File: src/design/tgpr_pkg.sv
// ----------------------------------------------------------------------------
// tgpr_pkg
// Shared types and constants of the text glyph pixel renderer.
// ----------------------------------------------------------------------------
package tgpr_pkg;

    localparam int GLYPH_WIDTH  = 8;
    localparam int GLYPH_HEIGHT = 8;
    localparam int GLYPH_COUNT  = 128;

    localparam int STORE_DEPTH = GLYPH_COUNT * GLYPH_HEIGHT;
    localparam int SA_W        = $clog2(STORE_DEPTH);
    localparam int GI_W        = $clog2(GLYPH_COUNT);
    localparam int GX_W        = $clog2(GLYPH_WIDTH);
    localparam int GY_W        = $clog2(GLYPH_HEIGHT);
    localparam int FC_W        = $clog2(GLYPH_HEIGHT + 1);

    localparam int QUEUE_DEPTH = 2;
    localparam int QP_W        = $clog2(QUEUE_DEPTH);
    localparam int QC_W        = $clog2(QUEUE_DEPTH + 1);

    localparam int COL_W   = 9;
    localparam int ROW_W   = 9;
    localparam int COLS_W  = 10;
    localparam int COLOR_W = 24;
    localparam int PIX_W   = 12;
    localparam int STORE_W = 8;

    localparam logic [ROW_W-1:0]  ROW_MAX = 9'd511;
    localparam logic [COLS_W-1:0] COL_MAX = 10'd512;

    // Configuration register indexes
    localparam logic [1:0] CFG_COLUMNS  = 2'd0;
    localparam logic [1:0] CFG_FG_COLOR = 2'd1;
    localparam logic [1:0] CFG_BG_COLOR = 2'd2;

    localparam logic [COLS_W-1:0]  COLUMNS_RESET  = 10'd100;
    localparam logic [COLOR_W-1:0] FG_COLOR_RESET = 24'hFFFFFF;
    localparam logic [COLOR_W-1:0] BG_COLOR_RESET = 24'h000000;

    // Commands
    localparam logic CMD_LOAD  = 1'b0;
    localparam logic CMD_PRINT = 1'b1;

    // Character codes
    localparam logic [7:0] CH_NEWLINE  = 8'h0a;
    localparam logic [7:0] CH_SPACE    = 8'h20;
    localparam logic [7:0] CH_DIGIT_0  = 8'h30;
    localparam logic [7:0] CH_DIGIT_9  = 8'h39;
    localparam logic [7:0] CH_UPPER_A  = 8'h41;
    localparam logic [7:0] CH_UPPER_Z  = 8'h5a;
    localparam logic [7:0] CH_LOWER_LO = 8'h61;
    localparam logic [7:0] CH_LOWER_HI = 8'h7f;
    localparam logic [7:0] UPPER_BASE  = 8'd10;
    localparam logic [7:0] LOWER_BASE  = 8'd36;

    typedef struct packed {
        logic       command;
        logic [7:0] char_code;
        logic [6:0] glyph_index;
        logic [2:0] glyph_row;
        logic [7:0] row_bits;
    } t_in_item;

    typedef struct packed {
        logic [PIX_W-1:0]   pixel_x;
        logic [PIX_W-1:0]   pixel_y;
        logic [COLOR_W-1:0] color;
        logic               last;
    } t_out_item;

    typedef struct packed {
        logic [GI_W-1:0]  glyph;
        logic [COL_W-1:0] col;
        logic [ROW_W-1:0] row;
    } t_job;

    typedef struct packed {
        logic               en;
        logic [SA_W-1:0]    addr;
        logic [STORE_W-1:0] data;
    } t_wr_req;

endpackage

File: src/design/tgpr_queue.sv
// ----------------------------------------------------------------------------
// tgpr_queue
// Short queue of glyph render jobs between the front and the back.
// ----------------------------------------------------------------------------
module tgpr_queue (
    input  logic           i_clk,
    input  logic           i_rst_n,
    input  logic           i_push_valid,
    output logic           o_push_ready,
    input  tgpr_pkg::t_job i_push_job,
    output logic           o_pop_valid,
    input  logic           i_pop_ready,
    output tgpr_pkg::t_job o_pop_job
);
    import tgpr_pkg::*;

    t_job             r_mem [QUEUE_DEPTH];
    logic [QP_W-1:0]  r_wr_ptr;
    logic [QP_W-1:0]  r_rd_ptr;
    logic [QC_W-1:0]  r_count;
    logic             push;
    logic             pop;

    assign o_push_ready = (r_count != QC_W'(QUEUE_DEPTH));
    assign o_pop_valid  = (r_count != '0);
    assign o_pop_job    = r_mem[r_rd_ptr];
    assign push         = i_push_valid && o_push_ready;
    assign pop          = o_pop_valid && i_pop_ready;

    always_ff @(posedge i_clk) begin
        if (push) begin
            r_mem[r_wr_ptr] <= i_push_job;
        end
        if (!i_rst_n) begin
            r_wr_ptr <= '0;
            r_rd_ptr <= '0;
            r_count  <= '0;
        end else begin
            if (push) begin
                r_wr_ptr <= (r_wr_ptr == QP_W'(QUEUE_DEPTH - 1)) ? '0 : r_wr_ptr + 1'b1;
            end
            if (pop) begin
                r_rd_ptr <= (r_rd_ptr == QP_W'(QUEUE_DEPTH - 1)) ? '0 : r_rd_ptr + 1'b1;
            end
            if (push && !pop) begin
                r_count <= r_count + 1'b1;
            end else if (pop && !push) begin
                r_count <= r_count - 1'b1;
            end
        end
    end

endmodule

File: config.mk
export PLATFORM = sky130hd
export DESIGN_NAME = tgpr_queue
export DESIGN_NICKNAME = d
export VERILOG_FILES = /design/src/design/tgpr_pkg.sv /design/src/design/tgpr_queue.sv
export SDC_FILE = /design/constraint.sdc
export NUM_CORES = 1
export LEC_CHECK = 0
export CORE_ASPECT_RATIO = 0.8
export CORE_UTILIZATION = 55
export CTS_CLUSTER_SIZE = 24
export DETAILED_ROUTE_END_ITERATION = 8
export DONT_BUFFER_PORTS = 1
export PLACE_DENSITY_LB_ADDON = 0.25
export SETUP_SLACK_MARGIN = 0.3
export SLEW_MARGIN = 25
export SYNTH_ARGS = -nofsm -noshare
export SYNTH_HDL_FRONTEND = slang
export SYNTH_SLANG_ARGS = --single-unit
File: constraint.sdc
create_clock -name i_clk -period 2.35 [get_ports i_clk]
set_clock_uncertainty 0.1 [all_clocks]
set_input_delay 0.1175 -clock i_clk [delete_from_list [all_inputs] [get_ports i_clk]]
set_output_delay 0.1175 -clock i_clk [all_outputs]
set_load 0.005 [all_outputs]
==> results of run 1 <==
## state kept, by name (all words and copies together), names as in the netlist, named ones only
name / count
r_mem: 50
r_count: 2
r_wr_ptr: 1
r_rd_ptr: 1
## per-stage QoR
step	hold slack, ns	util	worst slack, ns	power, mW
6_report	0.125	0.711	0.497	2.41
5_1_grt	0.163	0.711	0.371	2.53
4_1_cts	0.110	0.711	0.463	2.43
3_5_place_dp	0.116	0.603	0.673	1.80
3_3_place_gp	0.116	0.603	0.740	1.78
2_1_floorplan	0.116	-	0.629	1.69
## Yosys cell counts
library cell / instances / area, um^2
nand3b_1: 1 / 7.51
buf_2: 3 / 15.0
o21ai_0: 1 / 5.00
nand2b_4: 1 / 13.8
ha_1: 1 / 12.5
and3_1: 1 / 6.26
a21boi_1: 1 / 7.51
dfxtp_1: 5 / 100
xor2_1: 1 / 8.76
edfxtp_1: 50 / 1500
xnor2_1: 2 / 17.5
inv_1: 1 / 3.75
a21boi_0: 1 / 7.51
or2_2: 1 / 6.26
o21ai_1: 1 / 5.00
and2_1: 4 / 25.0
or3_1: 1 / 6.26
a21bo_2: 1 / 10.0
mux2_2: 25 / 282
## layout make-up
class,count,area [um^2],share of cell area
clock inverters,3,38.8,0.0156
clock buffers,5,68.8,0.0277
well taps,42,52.6,0.0211
flip-flops and latches,55,1600,0.644
multi-input cells,43,420,0.169
inverters,1,3.75,0.00151
repair buffers,31,300,0.121
## worst max-delay path, cell delays in order, from the launching register on
cell and delay, ns:
dfxtp_1 0.61, buf_4 0.33, mux2_2 0.39
## logic make-up after synthesis
kind of cell	share of synthesized area
AO/OA/AOI/OAI	0.0172
XOR/XNOR	0.0129
adder cells (fa/ha/maj)	0.00613
flip-flops	0.785
AND/OR/NAND/NOR	0.0319
buffers and inverters	0.00919
multiplexers	0.138
## routing by layer
metal / vias up / track usage / share of wire
met2: 36 / 0.308 / 0.52
met4: 0 / 0.0429 / 0.0089
met1: 484 / 0.203 / 0.40
li1: 460 / - / -
met3: 5 / 0.0916 / 0.069
met5: - / 0 / 0
## how the worst max path moves through the flow
stage	from	cells past startpoint	slack [ns]	end
2_1_floorplan	r_count[0]$_SDFFE_PN0P_	2	0.63	r_mem[1][0]$_DFFE_PP_
3_3_place_gp	r_count[0]$_SDFFE_PN0P_	5	0.74	r_count[1]$_SDFFE_PN0P_
3_5_place_dp	r_count[0]$_SDFFE_PN0P_	5	0.67	r_count[1]$_SDFFE_PN0P_
4_1_cts	flip-flop	2	0.46	o_pop_job[12]
5_1_grt	flip-flop	2	0.37	o_pop_job[17]
6_report	flip-flop	2	0.50	o_pop_job[17]
## timing repair
item	in CTS	in global routing
buffers inserted	0	0
endpoints found under the setup margin	0	0
hold buffers	27	0
hold endpoints to repair	55	0
## power breakdown
part | switching, mW | total, mW | internal (mW)
Sequential | 0.0727 | 1.30 | 1.23
Combinational | 0.243 | 0.515 | 0.272
Clock | 0.281 | 0.593 | 0.312
==> impl_metrics.py, run 1 <==
metrics = {
    "critical_path": {
        "reg2reg_depth": 5,
        "timing.rr.end": "r_count[1]$_SDFFE_PN0P_",
        "path_class": "flip-flop to output pin",
        "worstPathArrival_ns": 1.64,
        "end_kind": "output pin",
        "ff2ff_setup_slack_ns": 0.65,
        "crit_fanout": 15,
        "regToRegStartpoint": "r_count[0]$_SDFFE_PN0P_",
        "start_kind": "flip-flop",
        "crit_required_ns": 2.13,
    },
    "clock_network": {
        "cts_buffers": 5,
        "clock_path_buffers": 2,
        "cts_root_buf": "clkbuf_8",
        "clk_pin_slew_ns": 0.09,
        "cts_tree": "yes",
        "h-tree-depth": 2,
        "ctsResizeCount": 0,
        "insertion_delay_ns": 0.29,
        "clock_sinks": 55,
    },
    "floorplanning": {
        "io_pins": 56,
        "fp-row-count": 19,
        "start_util": 0.584,
        "fp.dieH_um": 56.5,
        "fp.dieW_um": 70.1,
        "core_area_um2": 3490,
        "dieArea_um2": 3960,
    },
    "finish": {
        "final_area_um2": 2490,
        "final_cell_mix": "edfxtp_1 (50), dlygate4sd3_1 (27), mux2_2 (25)",
        "drive_gt1_frac": 0.283,
        "diodes": 0,
        "fillers": 211,
        "area_growth_pct": 21.8,
        "final_common_cell": "edfxtp_1",
        "instances_no_fill": 180,
        "nets": 167,
    },
    "route": {
        "routed_via_density": 5.47,
        "wl_per_cell_um": 18.1,
        "drt-pass1-iter-count": 4,
        "ant_nets": 0,
        "vias": 985,
        "wirelength_mm": 3.25,
        "drc": 0,
        "dr.first_iter.drc_count": 30,
    },
    "timing": {
        "rsz0062_at_grt": "no",
        "worstMarginPinSlew_ns": 0.462,
        "layout_min_cycle_time_ns": 1.85,
        "max_slew_margin": 0.692,
        "maxSlewViolCount": 0,
        "finalCritPeriodShare": 0.789,
        "fmax_mhz": 540,
        "fin_setup_tns_ns": 0,
        "setup_violations": 0,
        "final-hold-violation-count": 0,
    },
    "outcome": {
        "status": "complete, no violations",
    },
    "logic_synthesis": {
        "synth.yosys.seq_area_share": 0.785,
        "synth.distinct_cells": 19,
        "syn_area_um2": 2040,
        "ys_warn_count": 0,
        "synth_seq_cells": 55,
        "synth_nets": 132,
        "synthCells": 102,
        "syn_area_per_cell_um2": 20.0,
    },
    "global_route": {
        "grt_pass1_wl_mm": 5.12,
        "track_usage": 0.180,
        "grt_overflow": 0,
        "grt_max_degree": 26,
        "antenna_found_initial": 0,
        "grt_pass1_vias": 1066,
    },
    "place": {
        "gp_congestion": 0.745,
        "dp_hpwl_mm": 1.93,
        "dp_cells": 145,
        "numPortBuffers": 0,
        "dpl_cell_area_um2": 2110,
    },
    "worst_hold_path": {
        "hold_path_class": "input port to flip-flop",
        "min_path_cells": 3,
        "worstHoldStart": "i_pop_ready",
    },
    "power": {
        "p_leak_nw": 0.852,
        "vdd_drop_max_uv": 821,
        "power.density_cell_area_nw_per_um2": 968,
    },
    "run": {
        "maxCapViolations": 0,
    },
}
Power figures use the tool's default switching activity.
==> inputs of run 2 (changes only) <==
==> constraint.sdc (replaced) <==
create_clock -name i_clk -period 1.5 [get_ports i_clk]
set_clock_uncertainty 0.1 [all_clocks]
set_input_delay 0.075 -clock i_clk [delete_from_list [all_inputs] [get_ports i_clk]]
set_output_delay 0.075 -clock i_clk [all_outputs]
set_load 0.005 [all_outputs]
==> run 2 against run 1 <==
  * The flow now finishes with violations (negative setup slack)
  * Critical path type is now flip-flop to flip-flop
  * Sequential power rose by 58%
  * Global-route usage grew 3.2 points
  * Total power up 98%
  * Worst setup slack worse by 0.59 ns
  * Clock-buffer cell count unchanged
  * Largest power group unchanged
  * Non-clock buffer count rose by 14
  * Core utilization increased by 12 points
  * Critical path depth increased by 4
==> impl_metrics.py, run 2 (synthesis gave the netlist of run 1 again) <==
metrics = {
    "floorplanning": {
        "fp.dieH_um": 56.5,
        "io_pins": 56,
        "start_util": 0.584,
        "fp.dieW_um": 70.1,
        "core_area_um2": 3490,
        "fp-row-count": 19,
        "dieArea_um2": 3960,
    },
    "global_route": {
        "grt_overflow": 0,
        "track_usage": 0.213,
        "antenna_found_initial": 0,
        "grt_pass1_wl_mm": 5.89,
        "grt_max_degree": 18,
        "grt_pass1_vias": 1169,
    },
    "timing": {
        "maxSlewViolCount": 0,
        "setup_violations": 51,
        "rsz0062_at_grt": "yes",
        "layout_min_cycle_time_ns": 1.59,
        "final-hold-violation-count": 0,
        "worstMarginPinSlew_ns": 0.220,
        "whs_ns": 0.0126,
        "max_slew_margin": 0.853,
        "fin_ws_ns": -0.0884,
        "fmax_mhz": 630,
        "finalCritPeriodShare": 1.06,
    },
    "finish": {
        "largest_register": "r_mem",
        "area_growth_pct": 42.8,
        "final_common_cell": "edfxtp_1",
        "fillers": 169,
        "drive_gt1_frac": 0.421,
        "diodes": 0,
        "top_regs": "r_mem: 50 flops, r_count: 2 flops",
        "final_cell_mix": "edfxtp_1 (50), dlygate4sd3_1 (27), mux2_4 (25)",
        "final_area_um2": 2910,
        "largest_reg_flops": 50,
        "instances_no_fill": 194,
        "nets": 181,
    },
    "route": {
        "drc": 0,
        "routed_via_density": 5.60,
        "drt-pass1-iter-count": 4,
        "ant_nets": 0,
        "wirelength_mm": 4.08,
        "vias": 1086,
        "wl_per_cell_um": 21.0,
        "dr.first_iter.drc_count": 37,
    },
    "clock_network": {
        "h-tree-depth": 2,
        "clock_sinks": 55,
        "insertion_delay_ns": 0.30,
        "cts_tree": "yes",
        "cts_root_buf": "clkbuf_8",
        "clk_pin_slew_ns": 0.09,
        "clock_path_buffers": 2,
        "cts_buffers": 5,
    },
    "critical_path": {
        "crit_chain": "nand2b_4 -> and2_4 -> ha_4 -> xor2_1 -> or3_1 -> a21boi_1",
        "path_class": "flip-flop to flip-flop",
        "cp_slowest_cell": "dfxtp_4",
        "end_kind": "flip-flop",
        "crit_family": "simple AND/OR/NAND/NOR gates",
        "start_kind": "flip-flop",
        "crit_fanout": 5,
        "cp.buffers_inverters": 0,
        "slowest_delay_ns": 0.37,
        "worstPathArrival_ns": 1.72,
        "crit_required_ns": 1.63,
    },
    "power": {
        "vdd_drop_max_uv": 1190,
        "power.density_cell_area_nw_per_um2": 1630,
        "p_leak_nw": 1.07,
    },
    "outcome": {
        "violations": "negative setup slack",
        "status": "finished with violations",
    },
    "place": {
        "numPortBuffers": 0,
        "dpl_cell_area_um2": 2190,
        "dp_cells": 148,
        "gp_congestion": 0.621,
        "dp_hpwl_mm": 2.11,
    },
    "worst_hold_path": {
        "hold_path_class": "input port to flip-flop",
    },
    "run": {
        "maxCapViolations": 0,
    },
}
run 2: power by group:
part,switching (mW),internal [mW],leakage [nW]
sequential,0.114,1.94,0.510
combinational,0.601,0.986,0.495
clock,0.453,0.665,0.0644
total,1.17,3.59,1.07
run 2: routing by layer:
layer / share of wire / up-vias / global-route usage
met5: 0 / - / 0
met1: 0.34 / 545 / 0.211
met3: 0.065 / 10 / 0.0790
met2: 0.57 / 41 / 0.401
met4: 0.023 / 0 / 0.0829
li1: - / 490 / -
run 2: final timing paths:
check                                 end  cells after the start  slack, ns                    start
setup reg to reg  r_count[1]$_SDFFE_PN0P_                      6      -0.09  r_count[0]$_SDFFE_PN0P_
hold / removal                  flip-flop                      3       0.01              i_pop_ready
setup / recovery  r_count[1]$_SDFFE_PN0P_                      6      -0.09  r_count[0]$_SDFFE_PN0P_
hold reg to reg   r_count[1]$_SDFFE_PN0P_                      2       0.47  r_count[1]$_SDFFE_PN0P_
run 2: area by class of cell:
cell class / instances / area [um^2] / area share
flip-flops and latches: 55 / 1610 / 0.553
well taps: 42 / 52.6 / 0.0180
clock buffers: 5 / 68.8 / 0.0236
repair buffers: 45 / 559 / 0.192
inverters: 1 / 7.51 / 0.00258
multi-input cells: 43 / 548 / 0.188
clock inverters: 3 / 67.6 / 0.0232
run 2: per-stage QoR:
stage	setup slack (ns)	power, mW	util	setup TNS [ns]
finish	-0.0884	4.76	0.834	-3.43
global route	-0.126	4.95	0.834	-5.07
global placement	0.0290	2.90	0.628	0
CTS	-0.0544	4.60	0.808	-0.0544
detailed placement	-0.0400	2.95	0.628	-0.0400
floorplan	0.0329	2.69	-	0
run 2: timing repair:
| action | CTS | global route |
|---|---|---|
| cloned | 2 | 1 |
| endpoints found under the hold margin | 55 | 1 |
| resized for setup | 41 | 6 |
| endpoints found under the setup margin | 78 | 79 |
| hold buffers | 26 | 1 |
| pin swaps | 4 | 4 |
| buffers inserted | 4 | 4 |
run 2: worst reg2reg max path, cell delays in order, from the launching register on:
cell and delay, ns:
dfxtp_4 0.37, nand2b_4 0.15, and2_4 0.14, ha_4 0.15
xor2_1 0.15, or3_1 0.32, a21boi_1 0.14
