## config.mk

```make
export PLATFORM = sky130hd
export DESIGN_NAME = tgpr_back
export DESIGN_NICKNAME = d
export VERILOG_FILES = /design/src/design/tgpr_pkg.sv /design/src/design/tgpr_back.sv
export SDC_FILE = /design/constraint.sdc
export NUM_CORES = 1
export LEC_CHECK = 0
export BUFFER_PORTS_ARGS = -buffer_cell sky130_fd_sc_hd__buf_2
export CAP_MARGIN = 5
export CORE_ASPECT_RATIO = 1.1
export CORE_MARGIN = 2
export CORE_UTILIZATION = 57
export CTS_CLUSTER_SIZE = 25
export DETAILED_ROUTE_END_ITERATION = 7
export MAX_ROUTING_LAYER = met4
export PLACE_DENSITY = 0.84
export SLEW_MARGIN = 10
export SYNTH_ARGS = -nofsm -noshare
export SYNTH_HDL_FRONTEND = slang
export SYNTH_SLANG_ARGS = --single-unit
export TNS_END_PERCENT = 20
```

## constraint.sdc

```tcl
create_clock -name i_clk -period 3.9 [get_ports i_clk]
set_input_delay 0.39 -clock i_clk [delete_from_list [all_inputs] [get_ports i_clk]]
set_output_delay 0.39 -clock i_clk [all_outputs]
set_load 0.01 [all_outputs]
```

## src/design/tgpr_pkg.sv

```systemverilog
// ----------------------------------------------------------------------------
// tgpr_pkg
// Shared types and constants of the text glyph pixel renderer.
// ----------------------------------------------------------------------------
package tgpr_pkg;

    localparam int GLYPH_WIDTH  = 8;
    localparam int GLYPH_HEIGHT = 8;
    localparam int GLYPH_COUNT  = 128;

    localparam int STORE_DEPTH = GLYPH_COUNT * GLYPH_HEIGHT;
    localparam int SA_W        = $clog2(STORE_DEPTH);
    localparam int GI_W        = $clog2(GLYPH_COUNT);
    localparam int GX_W        = $clog2(GLYPH_WIDTH);
    localparam int GY_W        = $clog2(GLYPH_HEIGHT);
    localparam int FC_W        = $clog2(GLYPH_HEIGHT + 1);

    localparam int QUEUE_DEPTH = 2;
    localparam int QP_W        = $clog2(QUEUE_DEPTH);
    localparam int QC_W        = $clog2(QUEUE_DEPTH + 1);

    localparam int COL_W   = 9;
    localparam int ROW_W   = 9;
    localparam int COLS_W  = 10;
    localparam int COLOR_W = 24;
    localparam int PIX_W   = 12;
    localparam int STORE_W = 8;

    localparam logic [ROW_W-1:0]  ROW_MAX = 9'd511;
    localparam logic [COLS_W-1:0] COL_MAX = 10'd512;

    // Configuration register indexes
    localparam logic [1:0] CFG_COLUMNS  = 2'd0;
    localparam logic [1:0] CFG_FG_COLOR = 2'd1;
    localparam logic [1:0] CFG_BG_COLOR = 2'd2;

    localparam logic [COLS_W-1:0]  COLUMNS_RESET  = 10'd100;
    localparam logic [COLOR_W-1:0] FG_COLOR_RESET = 24'hFFFFFF;
    localparam logic [COLOR_W-1:0] BG_COLOR_RESET = 24'h000000;

    // Commands
    localparam logic CMD_LOAD  = 1'b0;
    localparam logic CMD_PRINT = 1'b1;

    // Character codes
    localparam logic [7:0] CH_NEWLINE  = 8'h0a;
    localparam logic [7:0] CH_SPACE    = 8'h20;
    localparam logic [7:0] CH_DIGIT_0  = 8'h30;
    localparam logic [7:0] CH_DIGIT_9  = 8'h39;
    localparam logic [7:0] CH_UPPER_A  = 8'h41;
    localparam logic [7:0] CH_UPPER_Z  = 8'h5a;
    localparam logic [7:0] CH_LOWER_LO = 8'h61;
    localparam logic [7:0] CH_LOWER_HI = 8'h7f;
    localparam logic [7:0] UPPER_BASE  = 8'd10;
    localparam logic [7:0] LOWER_BASE  = 8'd36;

    typedef struct packed {
        logic       command;
        logic [7:0] char_code;
        logic [6:0] glyph_index;
        logic [2:0] glyph_row;
        logic [7:0] row_bits;
    } t_in_item;

    typedef struct packed {
        logic [PIX_W-1:0]   pixel_x;
        logic [PIX_W-1:0]   pixel_y;
        logic [COLOR_W-1:0] color;
        logic               last;
    } t_out_item;

    typedef struct packed {
        logic [GI_W-1:0]  glyph;
        logic [COL_W-1:0] col;
        logic [ROW_W-1:0] row;
    } t_job;

    typedef struct packed {
        logic               en;
        logic [SA_W-1:0]    addr;
        logic [STORE_W-1:0] data;
    } t_wr_req;

endpackage

```

## src/design/tgpr_back.sv

```systemverilog
// ----------------------------------------------------------------------------
// tgpr_back
// Fetches a glyph's rows and emits its pixels, one per cycle unless stalled.
// ----------------------------------------------------------------------------
module tgpr_back (
    input  logic                         i_clk,
    input  logic                         i_rst_n,
    input  logic                         i_job_valid,
    output logic                         o_job_ready,
    input  tgpr_pkg::t_job               i_job,
    output logic                         o_rd_en,
    output logic [tgpr_pkg::SA_W-1:0]    o_rd_addr,
    input  logic [tgpr_pkg::STORE_W-1:0] i_rd_data,
    input  logic [tgpr_pkg::COLOR_W-1:0] i_fg_color,
    input  logic [tgpr_pkg::COLOR_W-1:0] i_bg_color,
    output logic                         o_fetch_busy,
    output logic                         o_out_valid,
    input  logic                         i_out_ready,
    output tgpr_pkg::t_out_item          o_out_data
);
    import tgpr_pkg::*;

    typedef enum logic [1:0] {
        ST_IDLE,
        ST_FETCH,
        ST_EMIT
    } t_state;

    t_state                 r_state;
    logic [SA_W-1:0]        r_base_addr;
    logic [PIX_W-1:0]       r_base_x;
    logic [PIX_W-1:0]       r_base_y;
    logic [FC_W-1:0]        r_cnt;
    logic [GX_W-1:0]        r_gx;
    logic [GY_W-1:0]        r_gy;
    logic [GLYPH_WIDTH-1:0] r_rows [GLYPH_HEIGHT];
    logic                   r_out_valid;
    t_out_item              r_out;

    logic [FC_W-1:0]        cnt_m1;
    logic                   pix_last;
    logic                   pix_set;

    assign cnt_m1   = r_cnt - 1'b1;
    assign pix_last = (r_gx == GX_W'(GLYPH_WIDTH - 1)) && (r_gy == GY_W'(GLYPH_HEIGHT - 1));
    assign pix_set  = r_rows[r_gy][r_gx];

    assign o_job_ready  = (r_state == ST_IDLE);
    assign o_fetch_busy = (r_state == ST_FETCH);
    assign o_rd_en      = (r_state == ST_FETCH) && (r_cnt < FC_W'(GLYPH_HEIGHT));
    assign o_rd_addr    = r_base_addr + SA_W'(r_cnt);
    assign o_out_valid  = r_out_valid;
    assign o_out_data   = r_out;

    // The read issued at count k returns at count k+1 and lands in row k.
    always_ff @(posedge i_clk) begin
        if (!i_rst_n) begin
            r_state     <= ST_IDLE;
            r_out_valid <= 1'b0;
            r_cnt       <= '0;
            r_gx        <= '0;
            r_gy        <= '0;
        end else begin
            // While emitting, the pixel register is either held or reloaded.
            if (r_out_valid && i_out_ready && (r_state != ST_EMIT)) begin
                r_out_valid <= 1'b0;
            end
            unique case (r_state)
                ST_IDLE: begin
                    if (i_job_valid) begin
                        r_base_addr <= SA_W'(32'(i_job.glyph) * GLYPH_HEIGHT);
                        r_base_x    <= PIX_W'(i_job.col) * PIX_W'(GLYPH_WIDTH);
                        r_base_y    <= PIX_W'(i_job.row) * PIX_W'(GLYPH_HEIGHT);
                        r_cnt       <= '0;
                        r_state     <= ST_FETCH;
                    end
                end
                ST_FETCH: begin
                    if (r_cnt != '0) begin
                        r_rows[cnt_m1[GY_W-1:0]] <= i_rd_data[GLYPH_WIDTH-1:0];
                    end
                    if (r_cnt == FC_W'(GLYPH_HEIGHT)) begin
                        r_gx    <= '0;
                        r_gy    <= '0;
                        r_state <= ST_EMIT;
                    end else begin
                        r_cnt <= r_cnt + 1'b1;
                    end
                end
                ST_EMIT: begin
                    if (!r_out_valid || i_out_ready) begin
                        r_out_valid   <= 1'b1;
                        r_out.pixel_x <= r_base_x + PIX_W'(r_gx);
                        r_out.pixel_y <= r_base_y + PIX_W'(r_gy);
                        r_out.color   <= pix_set ? i_fg_color : i_bg_color;
                        r_out.last    <= pix_last;
                        if (r_gy == GY_W'(GLYPH_HEIGHT - 1)) begin
                            r_gy <= '0;
                            r_gx <= r_gx + 1'b1;
                        end else begin
                            r_gy <= r_gy + 1'b1;
                        end
                        if (pix_last) begin
                            r_state <= ST_IDLE;
                        end
                    end
                end
                default: begin
                    r_state <= ST_IDLE;
                end
            endcase
        end
    end

endmodule
```

==> run_results.csv, run 1 <==
group,metric,value,unit
finish,final_common_cell,"buf_2",
detailed_routing,vias_per_cell,5.480,
global_route,grt_pass1_wl,20000,µm
clock_network,clock_path_buffers,2,
die,die_area,11470,µm²
job,maxCapViolCount,0,
die,ios,148,
yosys,syn_inst,352,
die,core_area,10390,µm²
yosys,synth.cell_area,6058,µm²
power,cellPowerDensity,469.7,nW/µm²
die,chipWidth,102.3,µm
finish,final_cell_area,7488,µm²
timing,finalHoldViolations,0,
global_route,grt_start_max_net_pins,50,
timing,report.final.slew_viol_count,0,
setup_path,crit_required,4070,ps
clock_network,post_cts_buffers,0,
power,leakage,2.840,nW
yosys,syn_area_per_cell,17.21,µm²
clock_network,insertion_delay,420,ps
die,fp-row-count,39,
global_route,antenna_found_initial,0,
clock_network,htree_num_levels,4,
setup_path,r2r_slack,1100,ps
place,placed_cell_area,6907,µm²
detailed_routing,drc,0,
detailed_routing,finalWirelength,12810,µm
setup_path,crit_path_start_kind,"flip-flop",
setup_path,critPathMostFrequentCell,"buf_4",
detailed_routing,first_iter_violations,320,
place,io_buffers,147,
setup_path,cp_slowest_cell,"buf_4",
yosys,synth_warnings,0,
yosys,ys.flop_type,"edfxtp_1",
setup_path,crit_path_end_kind,"flip-flop",
detailed_routing,antenna_left,0,
global_route,grt-ovfl-total,0,
worst_hold_path,min_path_cells,1,
clock_network,cts_tree,"yes",
timing,finalSetupTns,0,ps
setup_path,r2r-end,"o_out_data[3]$_DFFE_PP_",
finish,final_cells,667,
die,initial_utilization,58.29,%
place,placedCellCount,635,
timing,period_share,71.85,%
yosys,syn_nets,445,
setup_path,critical_path_class,"flip-flop to flip-flop",
yosys,ys_seq_elements,154,
clock_network,root_buffer,"clkbuf_16",
worst_hold_path,hold_class,"input pin to flip-flop",
worst_hold_path,hp-start,"i_job[20]",
setup_path,slowest_delay,440,ps
status,status,"complete, no violations",
timing,period_needed,2802,ps
finish,antenna_cells,0,
setup_path,critPathBufInv,2,
setup_path,critical-path-top-delay-family,"buffers and inverters",
detailed_routing,wl_per_cell,19.20,µm
timing,setup_viol,0,
timing,fin_skew,9.594,ps
finish,final_cell_mix,"147 x buf_2, 138 x edfxtp_1, 32 x mux2i_1, 20 x mux2_4",
clock_network,numCtsBuffers,17,
global_route,track_usage,24.53,%
finish,area_delta_synth_final,23.61,%
place,dp_hpwl,8559,µm
timing,relSlewSlack,26.18,%
clock_network,cts_sinks,154,
power,ir_worst_vdd,0.2636,mV
setup_path,arrival,2970,ps
setup_path,path_cells,"buf_4 > mux2i_1 > a22o_1 > nor3_1 > a31oi_1 > a41oi_4 > buf_4 > mux2_2",
clock_network,clkTransAtPathRegs,60,ps
yosys,netlist-cell-type-count,37,
timing,max_freq,356.8,MHz
global_route,grt_pass1_vias,3898,
setup_path,ff2ff_path_depth,8,
timing,rsz0062_at_grt,"no",
detailed_routing,vias,3655,
timing,tightest_slew,1107,ps
clock_network,cts_resized,0,
detailed_routing,firstDrtPassIters,5,
die,die_y,112.1,µm
setup_path,critical_path_peak_fanout,32,
finish,nets,604,
worst_hold_path,hold_path_end,"r_base_addr[5]$_DFFE_PP_",
yosys,seq_area_frac_synth,73.69,%
yosys,async_flop_share,0,%
yosys,synth_edf_count,138,
place,place.gp.congestion,0.8683,
clock_network,ctsHoldBuffers,0,
finish,layout-drive-gt1-share,39.89,%
-- Yosys cell counts (8+ instances only) --
cell type	n	share of area, %
mux2i_1	32	5.3
nor2_1	13	0.81
mux2_4	20	5.0
a22oi_1	14	1.7
ha_1	8	1.7
edfxtp_1	138	68
nand2_1	14	0.87
dfxtp_1	16	5.3
nand3_1	17	1.4
-- logic make-up (layout without fill, tap and decap cells) --
| group | count (synthesis) | after routing | synth area share [%] |
|---|---|---|---|
| DFF | 154 | 154 | 73.69 |
| buffers and inverters | 19 | 191 | 2.230 |
| adders and majority gates | 8 | 8 | 1.652 |
| muxes | 56 | 56 | 10.99 |
| and+or+nand+nor | 70 | 70 | 5.659 |
| xor gates and xnor gates | 9 | 9 | 1.301 |
| AOI/OAI and AO/OA | 36 | 36 | 4.482 |
-- worst max-delay path by stage --
stage                                         end  slack (ps)              startpoint  depth (start not counted)
after detailed placement  o_out_data[1]$_DFFE_PP_        1170               flip-flop                          8
after global routing      o_out_data[3]$_DFFE_PP_         970               flip-flop                          8
final                     o_out_data[3]$_DFFE_PP_        1100               flip-flop                          8
after global placement    o_out_data[3]$_DFFE_PP_        1300               flip-flop                          9
after CTS                 o_out_data[3]$_DFFE_PP_        1120               flip-flop                          8
after floorplan           o_out_data[0]$_DFFE_PP_        1650  o_out_valid$_SDFF_PN0_                          3
-- flip-flops by register name (all words and copies together), names as in the netlist, 2 cells and up, named ones only --
signal,cells
o_out_data,49
r_base_addr,7
r_base_x,9
r_base_y,9
r_cnt,4
r_gx,3
r_gy,3
r_rows,64
r_state,2
-- area by class of cell --
class / count / area [µm²]
sequential: 154 / 4464
fill: 632 / 2905
multi-input combinational: 179 / 1460
timing repair buffer: 153 / 780.7
clock buffer: 21 / 460.4
tap: 143 / 178.9
clock inverter: 11 / 121.4
inverter: 6 / 22.52
-- worst reg2reg max path, stage by stage (launching register included) --
cell     delay (ps)
dfxtp_1         300
buf_4           440
mux2i_1         220
a22o_1          280
nor3_1          200
a31oi_1         100
a41oi_4         190
buf_4           400
mux2_2          410
-- layer usage --
| metal | wire length, µm | vias up | track usage [%] |
|---|---|---|---|
| li1 | - | 1677 | - |
| met1 | 4719 | 1773 | 26.41 |
| met2 | 6879 | 164 | 41.27 |
| met3 | 755 | 41 | 6.351 |
| met4 | 454 | 0 | 12.71 |
| met5 | 0 | - | - |
-- report_power, final --
part	switching, mW	internal (mW)	total, mW
Clock	0.620	0.975	1.60
Combinational	0.0499	0.0561	0.106
Sequential	0.00675	1.81	1.82
-- through the flow --
step	hold WS, ps	util (%)	power, mW	setup slack, ps
after floorplan	400.3	-	1.892	1654
after detailed placement	405.4	66.45	1.955	1174
after global routing	121.7	72.05	3.612	972.8
after global placement	400.5	66.45	1.947	1298
after CTS	129.1	72.05	3.534	1117
final	141.9	72.05	3.517	1098
Power figures use the tool's default switching activity.
==> run 2: changes to the inputs <==
--- a/config.mk
+++ b/config.mk
@@ -9,11 +9,11 @@
 export CAP_MARGIN = 5
 export CORE_ASPECT_RATIO = 1.1
 export CORE_MARGIN = 2
-export CORE_UTILIZATION = 57
+export CORE_UTILIZATION = 53
 export CTS_CLUSTER_SIZE = 25
 export DETAILED_ROUTE_END_ITERATION = 7
 export MAX_ROUTING_LAYER = met4
-export PLACE_DENSITY = 0.84
+export PLACE_DENSITY = 0.79
 export SLEW_MARGIN = 10
 export SYNTH_ARGS = -nofsm -noshare
 export SYNTH_HDL_FRONTEND = slang
==> constraint.sdc (replaced) <==
create_clock -name i_clk -period 2.6 [get_ports i_clk]
set_input_delay 0.26 -clock i_clk [delete_from_list [all_inputs] [get_ports i_clk]]
set_output_delay 0.26 -clock i_clk [all_outputs]
set_load 0.01 [all_outputs]
==> run_results.csv, run 2 (synthesized netlist as in run 1, its figures left out) <==
group,metric,value,unit
status,status,"complete, no violations",
finish,layout-drive-gt1-share,41.90,%
clock_network,clock_path_buffers,2,
timing,period_share,94.07,%
die,ios,148,
finish,area_delta_synth_final,27.22,%
setup_path,crit_required,2770,ps
global_route,grt_pass1_wl,19580,µm
global_route,grt_start_max_net_pins,33,
finish,largest_register_ff_count,64,
die,chipWidth,105.9,µm
worst_hold_path,hp-start,"i_job[20]",
detailed_routing,first_iter_violations,294,
timing,worst_slack,154.3,ps
setup_path,rr_startpoint,"r_gx[1]$_SDFFE_PN0P_",
detailed_routing,firstDrtPassIters,5,
timing,fin_skew,7.949,ps
global_route,grt_pass1_vias,3726,
place,io_buffers,147,
finish,final_cells,684,
die,die_area,12300,µm²
setup_path,startpoint,"r_gx[1]$_SDFFE_PN0P_",
timing,setup_viol,0,
detailed_routing,vias_per_cell,5.380,
finish,seq_area,4464,µm²
setup_path,critical_path_class,"flip-flop to flip-flop",
setup_path,crit_path_end_kind,"flip-flop",
die,fp-row-count,40,
clock_network,clkTransAtPathRegs,60,ps
timing,relSlewSlack,62.00,%
detailed_routing,drc,0,
finish,multi_input_area,1513,µm²
place,placed_cell_area,6997,µm²
timing,finalHoldViolations,0,
detailed_routing,wl_per_cell,18.85,µm
setup_path,arrival,2610,ps
place,placedCellCount,647,
worst_hold_path,hold_class,"input pin to flip-flop",
detailed_routing,finalWirelength,12890,µm
timing,hold_ws,16.33,ps
power,ir_worst_vdd,0.4683,mV
finish,nets,617,
finish,antenna_cells,0,
finish,final_common_cell,"buf_2",
clock_network,cts_tree,"yes",
timing,max_freq,408.9,MHz
global_route,grt-ovfl-total,0,
place,place_ws,-290.6,ps
clock_network,cts_sinks,154,
clock_network,numCtsBuffers,17,
global_route,antenna_found_initial,0,
finish,final_cell_mix,"147 x buf_2, 138 x edfxtp_1, 32 x mux2i_1, 20 x mux2_4",
clock_network,root_buffer,"clkbuf_16",
power,leakage,2.928,nW
setup_path,r2r_slack,150,ps
clock_network,htree_num_levels,4,
timing,report.final.slew_viol_count,0,
job,maxCapViolCount,0,
die,initial_utilization,55.02,%
place,place.gp.congestion,0.9268,
place,dp_hpwl,8467,µm
power,cellPowerDensity,693.4,nW/µm²
setup_path,crit_path_start_kind,"flip-flop",
finish,fillers,734,
die,die_y,116.1,µm
finish,final_cell_area,7707,µm²
timing,tightest_slew,570.0,ps
setup_path,r2r-end,"o_out_data[20]$_DFFE_PP_",
timing,period_needed,2446,ps
timing,rsz0062_at_grt,"no",
die,core_area,11010,µm²
setup_path,critical_path_peak_fanout,12,
detailed_routing,vias,3680,
worst_hold_path,min_path_cells,1,
global_route,track_usage,22.60,%
setup_path,ff2ff_path_depth,8,
clock_network,insertion_delay,420,ps
detailed_routing,antenna_left,0,
worst_hold_path,hold_path_end,"r_base_addr[5]$_DFFE_PP_",
run 2: cell types whose count changed in the layout (fill, tap and decap cells not counted), sizes merged:
cell	change
a41oi	+1
clkbuf	-3
inv	+1
dlygate4sd3	+2
buf	+10
bufinv	+1
clkinvlp	+1
run 2: metal layers:
| layer | GRT usage [%] | vias to the layer above | wire length [µm] |
|---|---|---|---|
| met5 | - | - | 0 |
| met4 | 9.561 | 0 | 327 |
| met3 | 5.357 | 25 | 846 |
| met2 | 40.13 | 178 | 6858 |
| met1 | 24.53 | 1771 | 4859 |
| li1 | - | 1706 | - |
run 2: report_power, final:
| part | switching (mW) | internal (mW) |
|---|---|---|
| combinational | 0.0751 | 0.0873 |
| sequential | 0.00969 | 2.71 |
| clock | 0.948 | 1.51 |
run 2: how the worst max path moves through the flow:
| stage | end | depth (start not counted) |
|---|---|---|
| final | o_out_data[20]$_DFFE_PP_ | 8 |
| after global routing | o_out_data[14]$_DFFE_PP_ | 7 |
| after CTS | o_out_data[20]$_DFFE_PP_ | 8 |
| after detailed placement | o_out_data[1]$_DFFE_PP_ | 7 |
| after global placement | o_out_data[20]$_DFFE_PP_ | 6 |
| after floorplan | o_out_data[0]$_DFFE_PP_ | 3 |
run 2: final cells by class:
| class | instances | share of cell area (%) |
|---|---|---|
| inverters | 6 | 0.2922 |
| repair buffers | 165 | 12.01 |
| clock inverters | 14 | 2.192 |
| well taps | 147 | 2.386 |
| clock buffers | 18 | 5.568 |
| flip-flops and latches | 154 | 57.92 |
| multi-input cells | 180 | 19.63 |
run 2: critical path: stages (launching register included):
cell and delay (ps):
dfxtp_1 430, and2_1 420, a22oi_1 160, nand3_1 130, o21ai_1 110, nor3_4 360, a41oi_4 70, buf_12 200
mux2_4 310
run 2: per-stage QoR:
step	utilization (%)	setup TNS (ps)	total power, mW
floorplan	-	0	2.837
global route	70.00	0	5.483
detailed placement	63.55	-6158	2.933
finish	70.00	0	5.345
CTS	69.77	0	5.374
global placement	63.55	-3888	2.924
run 2: what timing repair did:
action / CTS / global route
buffers inserted: 2 / 0
endpoints found under the setup margin: 24 / 24
pin swaps: 2 / 0
cloned: 1 / 0
resized for setup: 4 / 3
hold buffers: 1 / 1
endpoints found under the hold margin: 1 / 1
==> run 3: changes to the inputs <==
--- a/config.mk
+++ b/config.mk
@@ -9,11 +9,11 @@
 export CAP_MARGIN = 5
 export CORE_ASPECT_RATIO = 1.1
 export CORE_MARGIN = 2
-export CORE_UTILIZATION = 53
+export CORE_UTILIZATION = 45
 export CTS_CLUSTER_SIZE = 25
 export DETAILED_ROUTE_END_ITERATION = 7
 export MAX_ROUTING_LAYER = met4
-export PLACE_DENSITY = 0.79
+export PLACE_DENSITY = 0.69
 export SLEW_MARGIN = 10
 export SYNTH_ARGS = -nofsm -noshare
 export SYNTH_HDL_FRONTEND = slang
==> run_results.csv, run 3 (synthesized netlist as in run 1, its figures left out) <==
group,metric,value,unit
status,status,"complete, no violations",
setup_path,r2r-end,"o_out_data[18]$_DFFE_PP_",
global_route,busiest_layer,"met2",
timing,relSlewSlack,57.19,%
finish,final_cell_mix,"147 x buf_2, 138 x edfxtp_1, 32 x mux2i_1, 22 x dlygate4sd3_1, 20 x mux2_4",
finish,largest_register_ff_count,64,
setup_path,crit_path_end_kind,"flip-flop",
finish,area_delta_synth_final,29.29,%
finish,multi_input_area,1460,µm²
timing,setup_viol,0,
job,maxCapViolCount,0,
power,cellPowerDensity,674.6,nW/µm²
global_route,grt-ovfl-total,0,
clock_network,clkTransAtPathRegs,70,ps
die,fp-row-count,44,
timing,report.final.slew_viol_count,0,
global_route,met1_usage,20.77,%
worst_hold_path,min_path_cells,1,
clock_network,post_cts_buffers,0,
power,leakage,2.992,nW
power,combPwrFrac,3.5,%
die,chipWidth,114.6,µm
setup_path,crit_required,2760,ps
finish,fillers,976,
detailed_routing,finalWirelength,12090,µm
timing,tightest_slew,642.1,ps
place,place_ws,241.4,ps
clock_network,cts_sinks,154,
clock_network,numCtsBuffers,17,
place,dp_hpwl,8322,µm
place,placed_cell_area,7022,µm²
setup_path,ff2ff_path_depth,9,
detailed_routing,drc,0,
finish,final_common_cell,"buf_2",
setup_path,r2r_slack,210,ps
power,p_int,4.125,mW
power,p_clk_share,45.0,%
global_route,met2_usage,29.66,%
timing,max_freq,417.7,MHz
finish,final_cell_area,7833,µm²
clock_network,insertion_delay,430,ps
detailed_routing,first_iter_violations,315,
setup_path,arrival,2560,ps
timing,finalHoldViolations,0,
die,die_y,125.7,µm
power,ir_worst_vdd,0.3263,mV
power,p_switching,1.159,mW
clock_network,clock_path_buffers,2,
finish,nets,635,
clock_network,root_buffer,"clkbuf_16",
power,sequentialPowerShare,51.5,%
place,io_buffers,147,
global_route,track_usage,18.05,%
worst_hold_path,hp-start,"i_job[0]",
global_route,grt_pass1_wl,18930,µm
finish,seq_area,4464,µm²
die,initial_utilization,46.04,%
clock_network,htree_num_levels,4,
clock_network,cts_tree,"yes",
die,ios,148,
place,place.gp.congestion,0.8956,
timing,finalSetupTns,0,ps
global_route,use_met3,3.513,%
detailed_routing,vias,3592,
worst_hold_path,hold_class,"input pin to flip-flop",
detailed_routing,antenna_left,0,
finish,antenna_cells,0,
timing,fin_skew,25.01,ps
detailed_routing,firstDrtPassIters,4,
power,switching_share,21.93,%
detailed_routing,vias_per_cell,5.017,
timing,worst_slack,206.1,ps
setup_path,critical_path_peak_fanout,32,
detailed_routing,wl_per_cell,16.89,µm
clock_network,cts_resized,0,
timing,rsz0062_at_grt,"no",
die,die_area,14410,µm²
die,core_area,13160,µm²
finish,layout-drive-gt1-share,39.64,%
global_route,grt_start_max_net_pins,50,
global_route,antenna_found_initial,0,
worst_hold_path,hold_path_end,"r_base_y[3]$_DFFE_PP_",
timing,period_needed,2394,ps
setup_path,critical_path_class,"flip-flop to flip-flop",
power,p_total,5.284,mW
global_route,grt_pass1_vias,3710,
timing,period_share,92.07,%
setup_path,crit_path_start_kind,"flip-flop",
[run 3: cell count changes in the layout (fill, tap and decap cells not counted), moves of 3 or more]
cell           previous run  this run
bufinv_16                 3         0
clkinv_8                  0         3
clkinv_2                  3         0
dlygate4sd3_1             2        22
inv_6                     2         6
[run 3: worst max-delay path by stage]
stage                                          end  slack, ps
final                     o_out_data[18]$_DFFE_PP_        210
after global routing      o_out_data[15]$_DFFE_PP_        120
after global placement     o_out_data[8]$_DFFE_PP_        280
after CTS                 o_out_data[24]$_DFFE_PP_        230
after floorplan            o_out_data[0]$_DFFE_PP_        350
after detailed placement  o_out_data[12]$_DFFE_PP_        240
[run 3: what timing repair did]
action	in CTS	in global routing
hold endpoints to repair	21	1
hold buffers	21	1
endpoints found under the setup margin	0	0
[run 3: critical path: stages, from the launching register on]
cell     delay [ps]
dfxtp_1         360
buf_12          250
mux2i_1         310
a22oi_1         130
nand2_1          90
o21ai_1          50
nor3_1          320
a41oi_4          70
buf_12          210
mux2_4          310
[run 3: per-layer routing]
metal | vias up | wire length [µm]
li1 | 1733 | -
met1 | 1730 | 4869
met2 | 111 | 6346
met3 | 18 | 595
met4 | 0 | 280
met5 | - | 0
[run 3: area by class of cell]
cell class | count | share of cell area, %
inverters | 6 | 0.2875
well taps | 161 | 2.572
clock buffers | 18 | 5.607
repair buffers | 184 | 13.96
multi-input cells | 179 | 18.64
clock inverters | 14 | 1.933
flip-flops and latches | 154 | 57.00
[run 3: per-stage QoR]
stage	hold slack, ps	instances	utilization (%)
global placement	400.5	662	53.37
finish	16.48	716	59.53
detailed placement	404.5	662	53.37
floorplan	358.9	352	-
global route	0.4239	716	59.53
CTS	0.6433	715	59.45
[run 3: power groups by stage]
stage,sequential (mW),combinational [mW],clock (mW)
finish,2.72,0.184,2.38
global route,2.72,0.204,2.54
CTS,2.72,0.185,2.44
detailed placement,2.77,0.158,0
global placement,2.77,0.152,0
floorplan,2.77,0.0647,0
